$ cat src/rtl/mbtf_pkg.sv
`default_nettype none
// ----------------------------------------------------------------------------
// mbtf_pkg
// Shared constants, codes, command and status types of the mipmap filter.
// ----------------------------------------------------------------------------
package mbtf_pkg;

	localparam int MAX_DIM     = 64;
	localparam int STORE_DEPTH = 8192;
	localparam int MAX_LEVELS  = 7;
	localparam int ADDR_W      = $clog2(STORE_DEPTH);
	localparam int DIM_W       = $clog2(MAX_DIM) + 1;
	localparam int IDX_W       = $clog2(MAX_DIM);
	localparam int LVL_W       = $clog2(MAX_LEVELS + 1);

	typedef enum logic [2:0] {
		REG_FILTER_MODE   = 3'd0,
		REG_WRAP_U        = 3'd1,
		REG_WRAP_V        = 3'd2,
		REG_BASE_WIDTH    = 3'd3,
		REG_BASE_HEIGHT   = 3'd4,
		REG_LEVEL_COUNT   = 3'd5,
		REG_CHANNEL_COUNT = 3'd6,
		REG_UNUSED        = 3'd7
	} reg_idx_t;

	typedef enum logic [3:0] {
		S_IDLE,
		S_PREP,
		S_LOG,
		S_DECIDE,
		S_OFS,
		S_POS,
		S_WRAP,
		S_TAP,
		S_DRAIN,
		S_PEND,
		S_FIN
	} state_t;

	typedef struct packed {
		logic       wr_en;
		logic       start;
		logic       log_step;
		logic       lvl_zero;
		logic       lvl_il;
		logic       lvl_inc;
		logic       ofs_clear;
		logic       ofs_step;
		logic       pos_calc;
		logic       wrap_calc;
		logic       acc_clear;
		logic       rd_en;
		logic [1:0] tap;
		logic       save_r0;
		logic       out_load;
		logic       blend;
	} cmd_t;

	typedef struct packed {
		logic linear;
		logic multi;
		logic fp_nz;
		logic blend_ok;
		logic ofs_done;
		logic out_busy;
	} status_t;

	function automatic logic [DIM_W-1:0] lvl_dim(input logic [DIM_W-1:0] base,
		input logic [LVL_W-1:0] l);
		logic [DIM_W-1:0] d;
		d = base >> l;
		return (d == '0) ? DIM_W'(1) : d;
	endfunction

endpackage
`default_nettype wire

$ cat src/rtl/mbtf_ctrl.sv
`default_nettype none
// ----------------------------------------------------------------------------
// mbtf_ctrl
// Sequencer: log2 iterations, level offset sweep, tap reads, result hand-off.
// ----------------------------------------------------------------------------
module mbtf_ctrl import mbtf_pkg::*; (
	input  wire logic    clk,
	input  wire logic    arst_n,
	input  wire logic    in_valid,
	input  wire logic    func,
	output logic         in_ready,
	input  wire status_t st,
	output cmd_t         cmd
);

	state_t     state_q, state_d;
	logic [2:0] cnt_q, cnt_d;
	logic       pass_q, pass_d;
	logic       blend_q, blend_d;

	always_ff @(posedge clk or negedge arst_n) begin
		if (!arst_n) begin
			state_q <= S_IDLE;
			cnt_q   <= '0;
			pass_q  <= 1'b0;
			blend_q <= 1'b0;
		end else begin
			state_q <= state_d;
			cnt_q   <= cnt_d;
			pass_q  <= pass_d;
			blend_q <= blend_d;
		end
	end

	always_comb begin
		state_d   = state_q;
		cnt_d     = cnt_q;
		pass_d    = pass_q;
		blend_d   = blend_q;
		cmd       = '0;
		cmd.tap   = cnt_q[1:0];
		cmd.blend = blend_q;
		in_ready  = 1'b0;
		unique case (state_q)
			S_IDLE: begin
				in_ready = 1'b1;
				if (in_valid) begin
					if (!func) begin
						cmd.wr_en = 1'b1;
					end else begin
						cmd.start = 1'b1;
						state_d   = S_PREP;
					end
				end
			end
			S_PREP: begin
				pass_d = 1'b0;
				cnt_d  = '0;
				if (st.linear && st.multi && st.fp_nz) begin
					state_d = S_LOG;
				end else begin
					cmd.lvl_zero  = 1'b1;
					cmd.ofs_clear = 1'b1;
					blend_d       = 1'b0;
					state_d       = S_OFS;
				end
			end
			S_LOG: begin
				cmd.log_step = 1'b1;
				cnt_d        = cnt_q + 3'd1;
				if (cnt_q == 3'd7) begin
					state_d = S_DECIDE;
				end
			end
			S_DECIDE: begin
				cmd.ofs_clear = 1'b1;
				if (st.blend_ok) begin
					cmd.lvl_il = 1'b1;
					blend_d    = 1'b1;
				end else begin
					cmd.lvl_zero = 1'b1;
					blend_d      = 1'b0;
				end
				state_d = S_OFS;
			end
			S_OFS: begin
				if (st.ofs_done) begin
					state_d = S_POS;
				end else begin
					cmd.ofs_step = 1'b1;
				end
			end
			S_POS: begin
				cmd.pos_calc = 1'b1;
				state_d      = S_WRAP;
			end
			S_WRAP: begin
				cmd.wrap_calc = 1'b1;
				cmd.acc_clear = 1'b1;
				cnt_d         = '0;
				state_d       = S_TAP;
			end
			S_TAP: begin
				cmd.rd_en = 1'b1;
				if (!st.linear || cnt_q == 3'd3) begin
					state_d = S_DRAIN;
				end else begin
					cnt_d = cnt_q + 3'd1;
				end
			end
			S_DRAIN: begin
				state_d = S_PEND;
			end
			S_PEND: begin
				if (blend_q && !pass_q) begin
					cmd.save_r0 = 1'b1;
					cmd.lvl_inc = 1'b1;
					pass_d      = 1'b1;
					state_d     = S_OFS;
				end else begin
					state_d = S_FIN;
				end
			end
			S_FIN: begin
				if (!st.out_busy) begin
					cmd.out_load = 1'b1;
					state_d      = S_IDLE;
				end
			end
			default: begin
				state_d = S_IDLE;
			end
		endcase
	end

endmodule
`default_nettype wire

$ cat config.mk
export PLATFORM = sky130hd
export DESIGN_NAME = mbtf_ctrl
export DESIGN_NICKNAME = d
export VERILOG_FILES = /design/src/rtl/mbtf_pkg.sv /design/src/rtl/mbtf_ctrl.sv
export SDC_FILE = /design/constraint.sdc
export NUM_CORES = 1
export LEC_CHECK = 0
export BUFFER_PORTS_ARGS = -buffer_cell sky130_fd_sc_hd__buf_4
export CAP_MARGIN = 20
export CORE_AREA = 2 2 45 47
export DETAILED_ROUTE_END_ITERATION = 12
export DIE_AREA = 0 0 47 49
export PLACE_DENSITY_LB_ADDON = 0.2
export SLEW_MARGIN = 20
export SYNTH_ARGS = -nofsm -noshare
export SYNTH_HDL_FRONTEND = slang
export SYNTH_SLANG_ARGS = --single-unit
$ cat constraint.sdc
create_clock -name clk -period 1.45 [get_ports clk]
set_input_delay 0.145 -clock clk [delete_from_list [all_inputs] [get_ports clk]]
set_output_delay 0.145 -clock clk [all_outputs]
set_load 0.05 [all_outputs]
==> summary.txt, run 1 <==
I/O pin count - 28
area grow syn2layout - 119%
Antenna Cells - 0
Netlist cell types - 33
WL final - 3160 µm
Mapped Avg Cell Area - 8.61 µm²
CTS sink cnt - 9
Overflow after GRT - 0
Setup-failing EPs final - 22
fin nets - 166
min Tclk post-route - 1780 ps
Mapped Area - 741 µm²
Gate Count Post-Synth - 86
CP max stage delay - 480 ps
sequential share of the synthesized area - 0.304
Vias/cell - 5.33
Syn Nets - 99
setup ws final - -327 ps
Max Root-Sink Buffers - 2
post-route DRC violation count - 0
Post-DRT Antenna Nets - 0
Rows - 16
worst path arrival time - 1630 ps
Seq cells post-synth - 9
dpl ws - -212 ps
DIE HEIGHT - 49 µm
Slew HR - 0.682
Crit path buffers/inverters - 2
post-layout total power - 0.00383 W
clk_lat worst skew - 280 ps
DR WL/cell - 17.7 µm
part of the cycle the worst path needs - 1.23
delay-heaviest family, CP - simple AND/OR/NAND/NOR gates
GPL Wtd Cong - 0.836
CP Class - reg -> out
vias in the first global route - 959
die extent in x - 47 µm
initial antenna violation count - 0
Initial Util - 0.402
unrepaired setup endpoints after global routing - true
MaxCap Viol Count - 0
Hold Slack - 109 ps
Post-DP HPWL - 1720 µm
Hold Crit Class - in -> reg
CP cell instances - buf_6 -> nand2b_4 -> nor3b_4 -> buf_6
crit path max fanout - 5
H-tree depth - 1
Total GRT Usage - 0.284
Core ar. - 0.00184 mm²
share of cells above drive strength 1 - 0.724
first-pass GRT wire length - 4550 µm
TritonCTS clock tree - done
Worst Skew - 9.87 ps
f_max - 563 MHz
outcome - finished with violations
Leakage Power - 0.780 nW
DRT iter0 DRCs - 27
CTS root buffer - clkbuf_4
Worst Setup Start Kind - flop
Final Hold Fails - 0
Synth warnings - 0
worst slew pin tran - 472 ps
crit path capture type - output pin
Crit-path slowest cell - dfrtp_2
DIE AREA - 0.00230 mm²
CTS Buf Count - 3
Worst path most repeated cell - buf_6
Pre-antenna DRT Iters - 4
Port Buf Inserts - 27
power density over the cells - 2360 mW/mm²
DR vias - 954
pin count of the biggest net entering global routing - 10
CTS clk-pin slew, worst paths - 70 ps
Critical Path RT - 1310 ps
Final Slew Violations - 0
maximum vdd drop - 0.00192 V
violated checks - negative setup slack
==> through the flow <==
step / instance area, µm² / util / setup TNS (ps) / instances
final: 1620 / 0.880 / -4580 / 179
after global routing: 1620 / 0.880 / -5540 / 179
after CTS: 1500 / 0.814 / -3450 / 174
after floorplan: 832 / - / -2820 / 86
after global placement: 1170 / 0.633 / -1100 / 155
after detailed placement: 1170 / 0.633 / -1450 / 155
==> sequential cells by signal (all words and copies together) (netlist names) <==
signal   count
state_q      4
cnt_q        3
blend_q      1
pass_q       1
==> power by group <==
group          internal (W)  total [W]  leakage [nW]  switching (W)
logic               0.00153    0.00308         0.652        0.00155
clock network      0.000107   0.000216        0.0150       0.000109
registers          0.000363   0.000536         0.113       0.000173
total               0.00200    0.00383         0.780        0.00184
==> worst paths after layout <==
kind / slack, ps / depth (start not counted) / end / startpoint
min in group asynchronous: 210 / 2 / state_q[2]$_DFFE_PN0P_ / arst_n
worst max register to register: -230 / 5 / state_q[1]$_DFFE_PN0P_ / state_q[2]$_DFFE_PN0P_
max in group asynchronous: 1080 / 2 / state_q[0]$_DFFE_PN0P_ / arst_n
worst min-delay path: 110 / 3 / state_q[3]$_DFFE_PN0P_ / st[0]
worst max-delay path: -330 / 4 / cmd[11] / state_q[2]$_DFFE_PN0P_
worst min register to register: 540 / 1 / pass_q$_DFFE_PN0P_ / pass_q$_DFFE_PN0P_
==> synthesized netlist by cell type <==
library cell  instances  share of area
nor2b_1               4          0.034
o211ai_1              2          0.020
nand2_1               7          0.035
o22a_1                1          0.012
or3_1                 1         0.0085
or2_1                 1         0.0085
nand3_1               1         0.0068
o21ai_1               3          0.020
buf_4                 6          0.061
ha_1                  3          0.051
nand2b_1              3          0.025
nor4_2                1          0.017
nor2_1                9          0.046
and3_1                1         0.0085
o21ai_0               2          0.014
o2bb2ai_1             1          0.012
buf_2                 2          0.014
a31oi_1               1         0.0085
dfrtp_1               9           0.30
mux2_2                1          0.015
nand4b_2              1          0.020
nand2b_4              2          0.037
a22o_1                2          0.024
a211oi_1              2          0.020
nand4b_1              1          0.012
a211o_1               1          0.012
nor3_1                6          0.041
inv_1                 4          0.020
a21o_1                2          0.020
a21oi_1               2          0.014
mux2_4                1          0.020
buf_6                 2          0.030
nor3b_1               1          0.010
==> routing by layer <==
layer / global-route usage / vias up / part of all wire
met1: 0.338 / 467 / 0.37
li1: - / 428 / -
met3: 0.0963 / 13 / 0.071
met2: 0.441 / 46 / 0.54
met4: 0.139 / 0 / 0.024
met5: 0 / - / 0
==> cell families (layout without fill, tap and decap cells) <==
| logic type | Yosys count | in the layout | synth area share |
|---|---|---|---|
| compound gates | 19 | 19 | 0.176 |
| fa+ha+maj | 3 | 3 | 0.0507 |
| buf+inv | 14 | 80 | 0.125 |
| flops | 9 | 9 | 0.304 |
| mux | 2 | 2 | 0.0355 |
| simple gates | 39 | 39 | 0.309 |
==> area by class of cell <==
class / instances / area [µm²]
inverter: 4 / 17.5
timing repair buffer: 72 / 687
fill: 82 / 220
tap: 27 / 33.8
sequential: 9 / 230
clock buffer: 4 / 26.3
multi-input combinational: 63 / 627
==> cell usage in the layout (no fill, tap or decap), drive strengths merged <==
master,netlist,final
a211o,1,1
a211oi,2,2
a21o,2,2
a21oi,2,2
a22o,2,2
a31oi,1,1
and3,1,1
buf,10,71
clkbuf,0,4
dfrtp,9,9
dlygate4sd3,0,1
ha,3,3
inv,4,4
mux2,2,2
nand2,7,7
nand2b,5,5
nand3,1,1
nand4b,2,2
nor2,9,9
nor2b,4,4
nor3,6,6
nor3b,1,1
nor4,1,1
o211ai,2,2
o21ai,5,5
o22a,1,1
o2bb2ai,1,1
or2,1,1
or3,1,1
==> repair_timing <==
action	4_1_cts	5_1_grt
hold buffers	1	0
buffers inserted	15	7
resized for setup	45	21
pin swaps	11	10
endpoints found under the setup margin	22	23
endpoints found under the hold margin	9	0
==> worst min-delay path, delay by kind of cell <==
| kind | cells | cell delay, ps |
|---|---|---|
| and+or+nand+nor | 1 | 60 |
| AOI/OAI and AO/OA | 1 | 50 |
| buffers and inverters | 1 | 110 |
No activity file was read; power rests on OpenSTA's default activity.
==> inputs of run 2 (changes only) <==
--- a/config.mk
+++ b/config.mk
@@ -11,6 +11,7 @@
 export DETAILED_ROUTE_END_ITERATION = 12
 export DIE_AREA = 0 0 47 49
 export PLACE_DENSITY_LB_ADDON = 0.2
+export SETUP_SLACK_MARGIN = 0.15
 export SLEW_MARGIN = 20
 export SYNTH_ARGS = -nofsm -noshare
 export SYNTH_HDL_FRONTEND = slang
==> run 2 against run 1 <==
  * The run still ends with negative setup slack left
  * Global-route usage decreased by 2.7 points
  * Sequential share of layout area rose by 0.48 points
  * Total power about the same
  * Clock skew shrank 5.7 ps
  * Critical path type unchanged
  * Sequential cell count unchanged
  * Via count shrank 4.4%
  * Routed wire length is 2.6% lower
  * Register-to-register slack better by 40 ps
  * Setup slack got worse by 46 ps
  * Combinational power about the same
  * Largest cell class unchanged
==> summary.txt, run 2 (synthesis results as in run 1) <==
unrepaired setup endpoints after global routing - true
Reg2Reg Depth - 6
Final Hold Fails - 0
DR WL/cell - 17.3 µm
CTS Buf Count - 3
P_int - 0.00201 W
DRT iter0 DRCs - 15
Port Buf Inserts - 27
Worst Skew - 4.12 ps
power density over the cells - 2450 mW/mm²
Setup-failing EPs final - 23
post-route DRC violation count - 0
Max Root-Sink Buffers - 2
Post-DP HPWL - 1630 µm
commonest cells after routing, fill and taps aside - buf_4 (41), buf_6 (22), nand2_1 (7), buf_8 (7), dfrtp_1 (5)
worst path arrival time - 1680 ps
first-pass GRT wire length - 4150 µm
CP Class - reg -> out
Overflow after GRT - 0
crit path max fanout - 5
die extent in x - 47 µm
Pre-antenna DRT Iters - 4
WL met2 - 1680 µm
FF+latch area - 230 µm²
Hold Startpoint - st[0]
crit path capture type - output pin
DIE AREA - 0.00230 mm²
post-layout total power - 0.00384 W
initial antenna violation count - 0
minimum setup slack among reg-to-reg paths - -190 ps
r2r startpoint - cnt_q[0]$_DFFE_PN0P_
Slew HR - 0.747
Worst Setup Start Kind - flop
Leakage Power - 0.759 nW
Post-DRT Antenna Nets - 0
M1 WL - 1250 µm
Critical Path RT - 1310 ps
fin area - 0.00157 mm²
logic gate share of total power - 0.799
Worst Hold Depth - 3
I/O pin count - 28
pin count of the biggest net entering global routing - 10
biggest regs - state_q x4, cnt_q x3
Vias/cell - 5.12
setup ws final - -373 ps
Initial Util - 0.402
worst slew pin tran - 378 ps
DR top layer - met4
f_max - 549 MHz
Seq pwr share - 0.143
H-tree depth - 1
DR vias - 912
CTS root buffer - clkbuf_4
GPL Wtd Cong - 0.767
Antenna Cells - 0
MaxCap Viol Count - 0
violated checks - negative setup slack
TritonCTS clock tree - done
DR WL met3 - 124 µm
Largest register FFs - 4
min Tclk post-route - 1820 ps
Layout fillers - 96
clock power share - 0.058
clk_lat worst skew - 280 ps
CTS sink cnt - 9
most common cell after layout, fill and taps aside - buf_4
switching share of power - 0.477
WL final - 3080 µm
worst hold endpoint - state_q[3]$_DFFE_PN0P_
Final Slew Violations - 0
maximum vdd drop - 0.00167 V
reg2reg end - state_q[1]$_DFFE_PN0P_
share of cells above drive strength 1 - 0.715
Hold Slack - 117 ps
DIE HEIGHT - 49 µm
part of the cycle the worst path needs - 1.26
switching power - 0.00183 W
Core ar. - 0.00184 mm²
outcome - finished with violations
sum of negative setup slack - -4030 ps
Total GRT Usage - 0.257
Biggest register - state_q
vias in the first global route - 900
Hold Crit Class - in -> reg
Multi-input gate area - 591 µm²
Rows - 16
placed instance area - 0.00114 mm²
area grow syn2layout - 112%
CTS clk-pin slew, worst paths - 70 ps
fin nets - 165
==> run 2: timing repair <==
| action | 4_1_cts | 5_1_grt |
|---|---|---|
| endpoints found under the setup margin | 23 | 24 |
| hold endpoints to repair | 9 | 0 |
| buffers inserted | 16 | 8 |
| resized for setup | 37 | 20 |
| pin swaps | 9 | 8 |
| hold buffers | 1 | 0 |
==> run 2: how the worst max path moves through the flow <==
stage,startpoint,to,cells past startpoint
6_report,state_q[1]$_DFFE_PN0P_,cmd[16],5
5_1_grt,state_q[1]$_DFFE_PN0P_,cmd[16],5
4_1_cts,state_q[3]$_DFFE_PN0P_,cmd[16],4
3_5_place_dp,cnt_q[0]$_DFFE_PN0P_,state_q[1]$_DFFE_PN0P_,6
3_3_place_gp,cnt_q[0]$_DFFE_PN0P_,state_q[1]$_DFFE_PN0P_,6
2_1_floorplan,state_q[1]$_DFFE_PN0P_,cmd[16],4
==> run 2: through the flow <==
stage / setup slack, ps / cells / utilization
CTS: -222 / 170 / 0.772
detailed placement: -150 / 149 / 0.619
global placement: -116 / 149 / 0.619
finish: -373 / 178 / 0.852
floorplan: -406 / 86 / -
global route: -396 / 178 / 0.852
==> run 2: power groups by stage <==
stage | combinational, W | sequential (W) | clock [W]
6_report | 0.00307 | 0.000548 | 0.000222
5_1_grt | 0.00322 | 0.000548 | 0.000229
4_1_cts | 0.00261 | 0.000516 | 0.000217
3_5_place_dp | 0.00205 | 0.000514 | 0
3_3_place_gp | 0.00202 | 0.000509 | 0
2_1_floorplan | 0.00158 | 0.000437 | 0
==> run 2: per-layer routing <==
metal | global-route usage | vias up
li1 | - | 434
met1 | 0.339 | 450
met2 | 0.390 | 26
met3 | 0.0667 | 2
met4 | 0.106 | 0
met5 | 0 | -
==> run 2: final cells by class <==
cell class | count | share of cell area
clock buffer | 4 | 0.0167
inverter | 4 | 0.0112
multi-input combinational | 63 | 0.376
sequential | 9 | 0.147
tap | 27 | 0.0215
timing repair buffer | 71 | 0.427
==> run 2: worst max-delay path: stages, from the launching register on <==
cell	delay, ps
dfrtp_2	460
buf_6	140
nor4_4	310
nand2_1	180
nor2_4	160
buf_8	150
